--- src/rtl/scc_pkg.sv ---
`default_nettype none
// ----------------------------------------------------------------------------
// scc_pkg
// Shared types, constants and helpers of the shock capture coefficient block.
// ----------------------------------------------------------------------------
package scc_pkg;

  localparam int MAX_ELEMENTS = 4096;
  localparam int ADDR_W       = (MAX_ELEMENTS > 1) ? $clog2(MAX_ELEMENTS) : 1;
  localparam int IDX_W        = 12;
  localparam int COEF_W       = 31;

  localparam logic [47:0] TOL_Q32   = 48'd4295;
  localparam logic [46:0] GRAD_MAX  = 47'h7FFF_FFFF_FFFF;
  localparam logic [30:0] Q16_MAX   = 31'h7FFF_FFFF;

  typedef enum logic [4:0] {
    S_CLEAR, S_IDLE, S_NX, S_NY, S_NACC,
    S_GXH, S_GXL, S_GXF, S_GYL, S_GYF,
    S_NORM, S_SQA, S_SQB, S_SQS, S_ROOT,
    S_RV1, S_RV2, S_RV3, S_RV4, S_RV5,
    S_DIVI, S_DIV, S_BLEND, S_OMUL, S_OUT
  } state_t;

  typedef enum logic [3:0] {
    MUL_NONE, MUL_DY, MUL_DX, MUL_XH, MUL_XL, MUL_YH, MUL_YL,
    MUL_AA, MUL_BB, MUL_RX, MUL_RY, MUL_RG, MUL_OUT
  } mul_sel_t;

  typedef enum logic [4:0] {
    ACT_NONE, ACT_CLR, ACT_LOAD, ACT_ACCX, ACT_ACCY, ACT_PH, ACT_GX, ACT_GY,
    ACT_SHIFT, ACT_SQ_LOAD, ACT_SQ_INIT, ACT_ROOT, ACT_NORM_SET, ACT_R_LOAD,
    ACT_R_ADD, ACT_R_SRC, ACT_DIV_INIT, ACT_DIV, ACT_BLEND, ACT_OUT
  } act_t;

  typedef struct packed {
    mul_sel_t mul_sel;
    act_t     act;
  } cmd_t;

  typedef struct packed {
    logic end_item;
    logic fit;
    logic root_last;
    logic div_skip;
    logic div_last;
    logic clr_last;
    logic out_busy;
  } status_t;

  function automatic logic signed [63:0] sat_add64(input logic signed [63:0] a,
                                                   input logic signed [63:0] b);
    logic signed [64:0] s;
    s = {a[63], a} + {b[63], b};
    if (s[64] != s[63]) begin
      return s[64] ? {1'b1, 63'd0} : {1'b0, {63{1'b1}}};
    end
    return s[63:0];
  endfunction

endpackage
`default_nettype wire

--- src/rtl/scc_ctrl.sv ---
`default_nettype none
// ----------------------------------------------------------------------------
// scc_ctrl
// Sequencer: walks the datapath through accumulate, scale, root, divide, blend.
// ----------------------------------------------------------------------------
module scc_ctrl import scc_pkg::*; (
  input  wire logic    clk,
  input  wire logic    rst_n,
  input  wire logic    in_valid,
  input  wire status_t status,
  output logic         in_stall,
  output cmd_t         cmd
);

  state_t state_r, state_nxt;

  always_ff @(posedge clk) begin
    if (!rst_n) begin
      state_r <= S_CLEAR;
    end else begin
      state_r <= state_nxt;
    end
  end

  always_comb begin
    state_nxt   = state_r;
    cmd.mul_sel = MUL_NONE;
    cmd.act     = ACT_NONE;
    in_stall    = 1'b1;
    unique case (state_r)
      S_CLEAR: begin
        cmd.act = ACT_CLR;
        if (status.clr_last) state_nxt = S_IDLE;
      end
      S_IDLE: begin
        in_stall = 1'b0;
        if (in_valid) begin
          cmd.act   = ACT_LOAD;
          state_nxt = S_NX;
        end
      end
      S_NX: begin
        cmd.mul_sel = MUL_DY;
        state_nxt   = S_NY;
      end
      S_NY: begin
        cmd.act     = ACT_ACCX;
        cmd.mul_sel = MUL_DX;
        state_nxt   = S_NACC;
      end
      S_NACC: begin
        cmd.act   = ACT_ACCY;
        state_nxt = status.end_item ? S_GXH : S_IDLE;
      end
      S_GXH: begin
        cmd.mul_sel = MUL_XH;
        state_nxt   = S_GXL;
      end
      S_GXL: begin
        cmd.act     = ACT_PH;
        cmd.mul_sel = MUL_XL;
        state_nxt   = S_GXF;
      end
      S_GXF: begin
        cmd.act     = ACT_GX;
        cmd.mul_sel = MUL_YH;
        state_nxt   = S_GYL;
      end
      S_GYL: begin
        cmd.act     = ACT_PH;
        cmd.mul_sel = MUL_YL;
        state_nxt   = S_GYF;
      end
      S_GYF: begin
        cmd.act   = ACT_GY;
        state_nxt = S_NORM;
      end
      S_NORM: begin
        if (status.fit) begin
          state_nxt = S_SQA;
        end else begin
          cmd.act = ACT_SHIFT;
        end
      end
      S_SQA: begin
        cmd.mul_sel = MUL_AA;
        state_nxt   = S_SQB;
      end
      S_SQB: begin
        cmd.act     = ACT_SQ_LOAD;
        cmd.mul_sel = MUL_BB;
        state_nxt   = S_SQS;
      end
      S_SQS: begin
        cmd.act   = ACT_SQ_INIT;
        state_nxt = S_ROOT;
      end
      S_ROOT: begin
        cmd.act = ACT_ROOT;
        if (status.root_last) state_nxt = S_RV1;
      end
      S_RV1: begin
        cmd.act     = ACT_NORM_SET;
        cmd.mul_sel = MUL_RX;
        state_nxt   = S_RV2;
      end
      S_RV2: begin
        cmd.act     = ACT_R_LOAD;
        cmd.mul_sel = MUL_RY;
        state_nxt   = S_RV3;
      end
      S_RV3: begin
        cmd.act     = ACT_R_ADD;
        cmd.mul_sel = MUL_RG;
        state_nxt   = S_RV4;
      end
      S_RV4: begin
        cmd.act   = ACT_R_ADD;
        state_nxt = S_RV5;
      end
      S_RV5: begin
        cmd.act   = ACT_R_SRC;
        state_nxt = S_DIVI;
      end
      S_DIVI: begin
        cmd.act   = ACT_DIV_INIT;
        state_nxt = status.div_skip ? S_BLEND : S_DIV;
      end
      S_DIV: begin
        cmd.act = ACT_DIV;
        if (status.div_last) state_nxt = S_BLEND;
      end
      S_BLEND: begin
        cmd.act   = ACT_BLEND;
        state_nxt = S_OMUL;
      end
      S_OMUL: begin
        cmd.mul_sel = MUL_OUT;
        state_nxt   = S_OUT;
      end
      S_OUT: begin
        if (!status.out_busy) begin
          cmd.act   = ACT_OUT;
          state_nxt = S_IDLE;
        end
      end
      default: state_nxt = S_CLEAR;
    endcase
  end

endmodule
`default_nettype wire

--- config.mk ---
export PLATFORM = sky130hd
export DESIGN_NAME = scc_ctrl
export DESIGN_NICKNAME = d
export VERILOG_FILES = /design/src/rtl/scc_pkg.sv /design/src/rtl/scc_ctrl.sv
export SDC_FILE = /design/constraint.sdc
export NUM_CORES = 1
export LEC_CHECK = 0
export ABC_AREA = 1
export BUFFER_PORTS_ARGS = -buffer_cell sky130_fd_sc_hd__buf_2
export CORE_MARGIN = 4
export CORE_UTILIZATION = 58
export CTS_BUF_LIST = sky130_fd_sc_hd__clkbuf_8
export DETAILED_ROUTE_END_ITERATION = 10
export PLACE_DENSITY = 0.95
export SLEW_MARGIN = 15
export SYNTH_ARGS = -nofsm -noshare
export SYNTH_HDL_FRONTEND = slang
export SYNTH_SLANG_ARGS = --single-unit
export TNS_END_PERCENT = 5
--- constraint.sdc ---
create_clock -name clk -period 2 [get_ports clk]
set_input_delay 0.3 -clock clk [delete_from_list [all_inputs] [get_ports clk]]
set_output_delay 0.3 -clock clk [all_outputs]
set_load 0.01 [all_outputs]
### After elaboration in Yosys (flattened, before gate mapping)

Cells that the tools add are included.

| operators by class | value |
|---|---|
| equality and inequality tests | 30 |
| multiplexer cells | 15 |
| reductions and logical operators | 4 |

Operators by type and width:

| kind | count |
|---|---|
| $pmux 5 s25 | 1 |
| $pmux 5 s19 | 1 |
| $pmux 4 s12 | 1 |
| $eq 5x5->1 const B | 9 |
| $eq 5x4->1 const B | 8 |
| $mux 5 | 7 |
| $eq 5x3->1 const B | 4 |
| $ne 2x2->1 const B | 6 |
| $eq 5x2->1 const B | 2 |
| $reduce_and 6->1 | 1 |
| $eq 5x1->1 const B | 1 |
| $logic_not 5->1 | 1 |
| $mux 2 | 2 |
| $mux 4 | 1 |
| $reduce_or 2->1 | 2 |
| $mux 3 | 1 |
| $mux 1 | 1 |

| word-level totals | value |
|---|---|
| bits in registers | 5 |
| logic and storage cells | 50 |

### Depth between registers and ports, before layout

| depth | value |
|---|---|
| word-level depth | 3 |
| mapped depth | 11 |
| depth with buffers taken out | 10 |

### Worst setup path before layout

Ideal clock, no wire load.

| timing path | value |
|---|---|
| path type | register to output |
| start point | register state_r[3] |
| end point | output cmd[7] in the netlist's numbering |
| arrival | 1,138 ps |
| path slack | 562 ps |
| stages on the path, launching flop included | 8 |
| buffers on the path | 0 |
| path through | dfxtp_1 > inv_1 > nand2_1 > nor2_1 > inv_1 > nor2_1 > nor2_1 > o21ai_0 |

RTL lines:

| what | RTL line | RTL |
|---|---|---|
| from (decl) | scc_ctrl.sv:15 | `state_t state_r, state_nxt;` |
| from (signal assigned) | scc_ctrl.sv:21 | `state_r <= state_nxt;` |
| to (decl) | scc_ctrl.sv:12 | `output cmd_t cmd` |

==> metrics <==
CP arrival 1.66 ns; Antenna Diode Count 0; Rows 12; router iterations before antenna repair 5; most frequent cells in the layout nand2_1, nor2_1, inv_1; #FFs+latches synth 5; CTS tree done; Biggest register state_r; CTS Buffer Depth 2; largest net degree at the start of global routing 11; drt total wl 2530 um; Regs by FF count state_r: 5 flops; die height 44.4 um; RSZ-0062 raised after global routing yes; Critical Path RT 1.70 ns; Die Area 0.00197 sq mm; crit-path cells inv_1 -> nor2_2 -> inv_1 -> nor2_1 -> nor2_1 -> o2111ai_1 -> buf_2; Layout Utilization 0.798; crit path launch state_r[3]; hold crit path type in -> reg; vias in the first global route 909; Warnings, synthesis 0; clk_lat worst skew 0.23 ns; Root Buffer clkbuf_8; Clock transition at path regs 0.04 ns; max-slew violations 0; Seq/Total Area, Yosys 0.130; number of port buffers 19; TritonCTS Buffers 3; achievable frequency 511 MHz; DRC 0; initial antenna violation count 0; slew of the pin with the lowest slew margin 0.340 ns; Area growth syn-to-layout 21.5%; fin crit period 1.96 ns; fraction of layout cells with a size suffix above 1 0.221; # hold bufs at CTS 0; crit-path max FO 6; Worst slew margin 0.773; cell count after synthesis 150; power density cells 1320 mW/mm^2; outcome completed; max reg flops 5; first-pass GRT wire length 3910 um; vias per cell 5.83; fin crit share 0.979; Lkg Pwr 0.560 nW; setup violators final 0; Crit path largest cell delay 0.40 ns; initial DRC count 92; WL/cell 13.6 um; most common cell after layout, fill and taps aside nand2_1; core region area 0.00117 sq mm; H-Tree Depth 1; grt ovf 0; Critical Path End Type primary output; max-cap violation count 0; worst vdd ir 0.000818 V; Worst path slowest cell dfxtp_1; overall power 1.23 mW; post-synthesis cell type count 21; antenna violation net count after detailed routing 0; Synth Cell Area 769 sq um; Setup TNS 0 ns; Crit Path Class reg -> out; number of setup buffers added after CTS 0; final clock skew 0.00411 ns; I/O pin count 20; Fin. Hold Viols 0; vias 1084; dpl hpwl 1970 um; clock sink count 5; Synth Net Count 160; Nets 183; Initial Utilization 0.657; DIE WIDTH 44.4 um; reg2reg start state_r[3]; total track usage 0.269; HP Start rst_n; CP startpoint kind flip-flop; gpl congestion 1.05; mean area per synthesized cell 5.13 sq um
-- cell families (layout without fill, tap and decap cells) --
| logic type | Yosys count | count (layout) | synth area share |
|---|---|---|---|
| flip-flops | 5 | 5 | 0.130 |
| AO/OA/AOI/OAI | 17 | 17 | 0.128 |
| AND/OR/NAND/NOR | 103 | 103 | 0.610 |
| buffers and inverters | 25 | 47 | 0.132 |
-- critical path: cells and delay by family, from the launching register on --
family                 cells  cell delay, ns
and+or+nand+nor            3            0.52
AOI/OAI and AO/OA          1            0.11
buffers and inverters      3            0.39
DFF                        1            0.40
-- through the flow --
stage	area, sq um	std cells	setup slack [ns]	hold slack (ns)
finish	935	186	0.0413	0.316
global route	935	186	-0.0732	0.334
CTS	923	186	0.0347	0.314
detailed placement	875	182	0.183	0.552
global placement	875	182	0.201	0.545
floorplan	769	150	0.562	0.421
-- cell usage after synthesis --
cell type  count  share of area
a21oi_1        4          0.026
buf_4          2          0.020
dfxtp_1        5           0.13
inv_1         21           0.10
inv_2          2         0.0098
nand2_1       35           0.17
nand2_2        1         0.0081
nand3_1       14          0.091
nand3_2        2          0.026
nand3b_1       2          0.020
nand4_1        3          0.024
nor2_1        33           0.16
nor2_2         4          0.033
nor2_4         2          0.029
nor3_1         6          0.039
nor4_1         1         0.0081
o2111ai_1      2          0.023
o21ai_0        4          0.026
o21ai_1        3          0.020
o22ai_1        3          0.024
o31ai_1        1         0.0098
-- cell type report --
class                   instances  area (sq um)
repair buffers                 20           103
inverters                      23          86.3
multi-input cells             120           578
fillers                        89           236
well taps                      14          17.5
clock buffers                   3          41.3
flip-flops and latches          5           105
clock inverters                 1          3.75
-- repair_timing --
item,in CTS,in global routing
gates cloned,0,0
resized for setup,2,4
setup endpoints to repair,2,6
hold endpoints to repair,0,0
pin swaps,0,0
-- path summary, 6_finish.rpt --
kind         slack, ns  depth (start not counted)          to
min               0.32                          3  state_r[4]
min reg2reg       0.53                          2  state_r[0]
max reg2reg       0.52                         10  state_r[3]
max               0.04                          7      cmd[2]
-- metal layers --
layer	wire [um]	share of wire	track usage	vias up
met5	0	0	0	-
met1	1020	0.40	0.347	454
met2	1120	0.44	0.424	87
met4	72	0.028	0.102	0
met3	318	0.13	0.0691	12
li1	-	-	-	531
-- power by group --
group          internal, mW  leakage, nW  switching (mW)  total, mW
clock network         0.132       0.0269          0.0605      0.193
registers             0.138       0.0421          0.0589      0.197
logic                 0.283        0.491           0.557      0.840
total                 0.554        0.560           0.676       1.23
(Power assumes the default switching activity.)
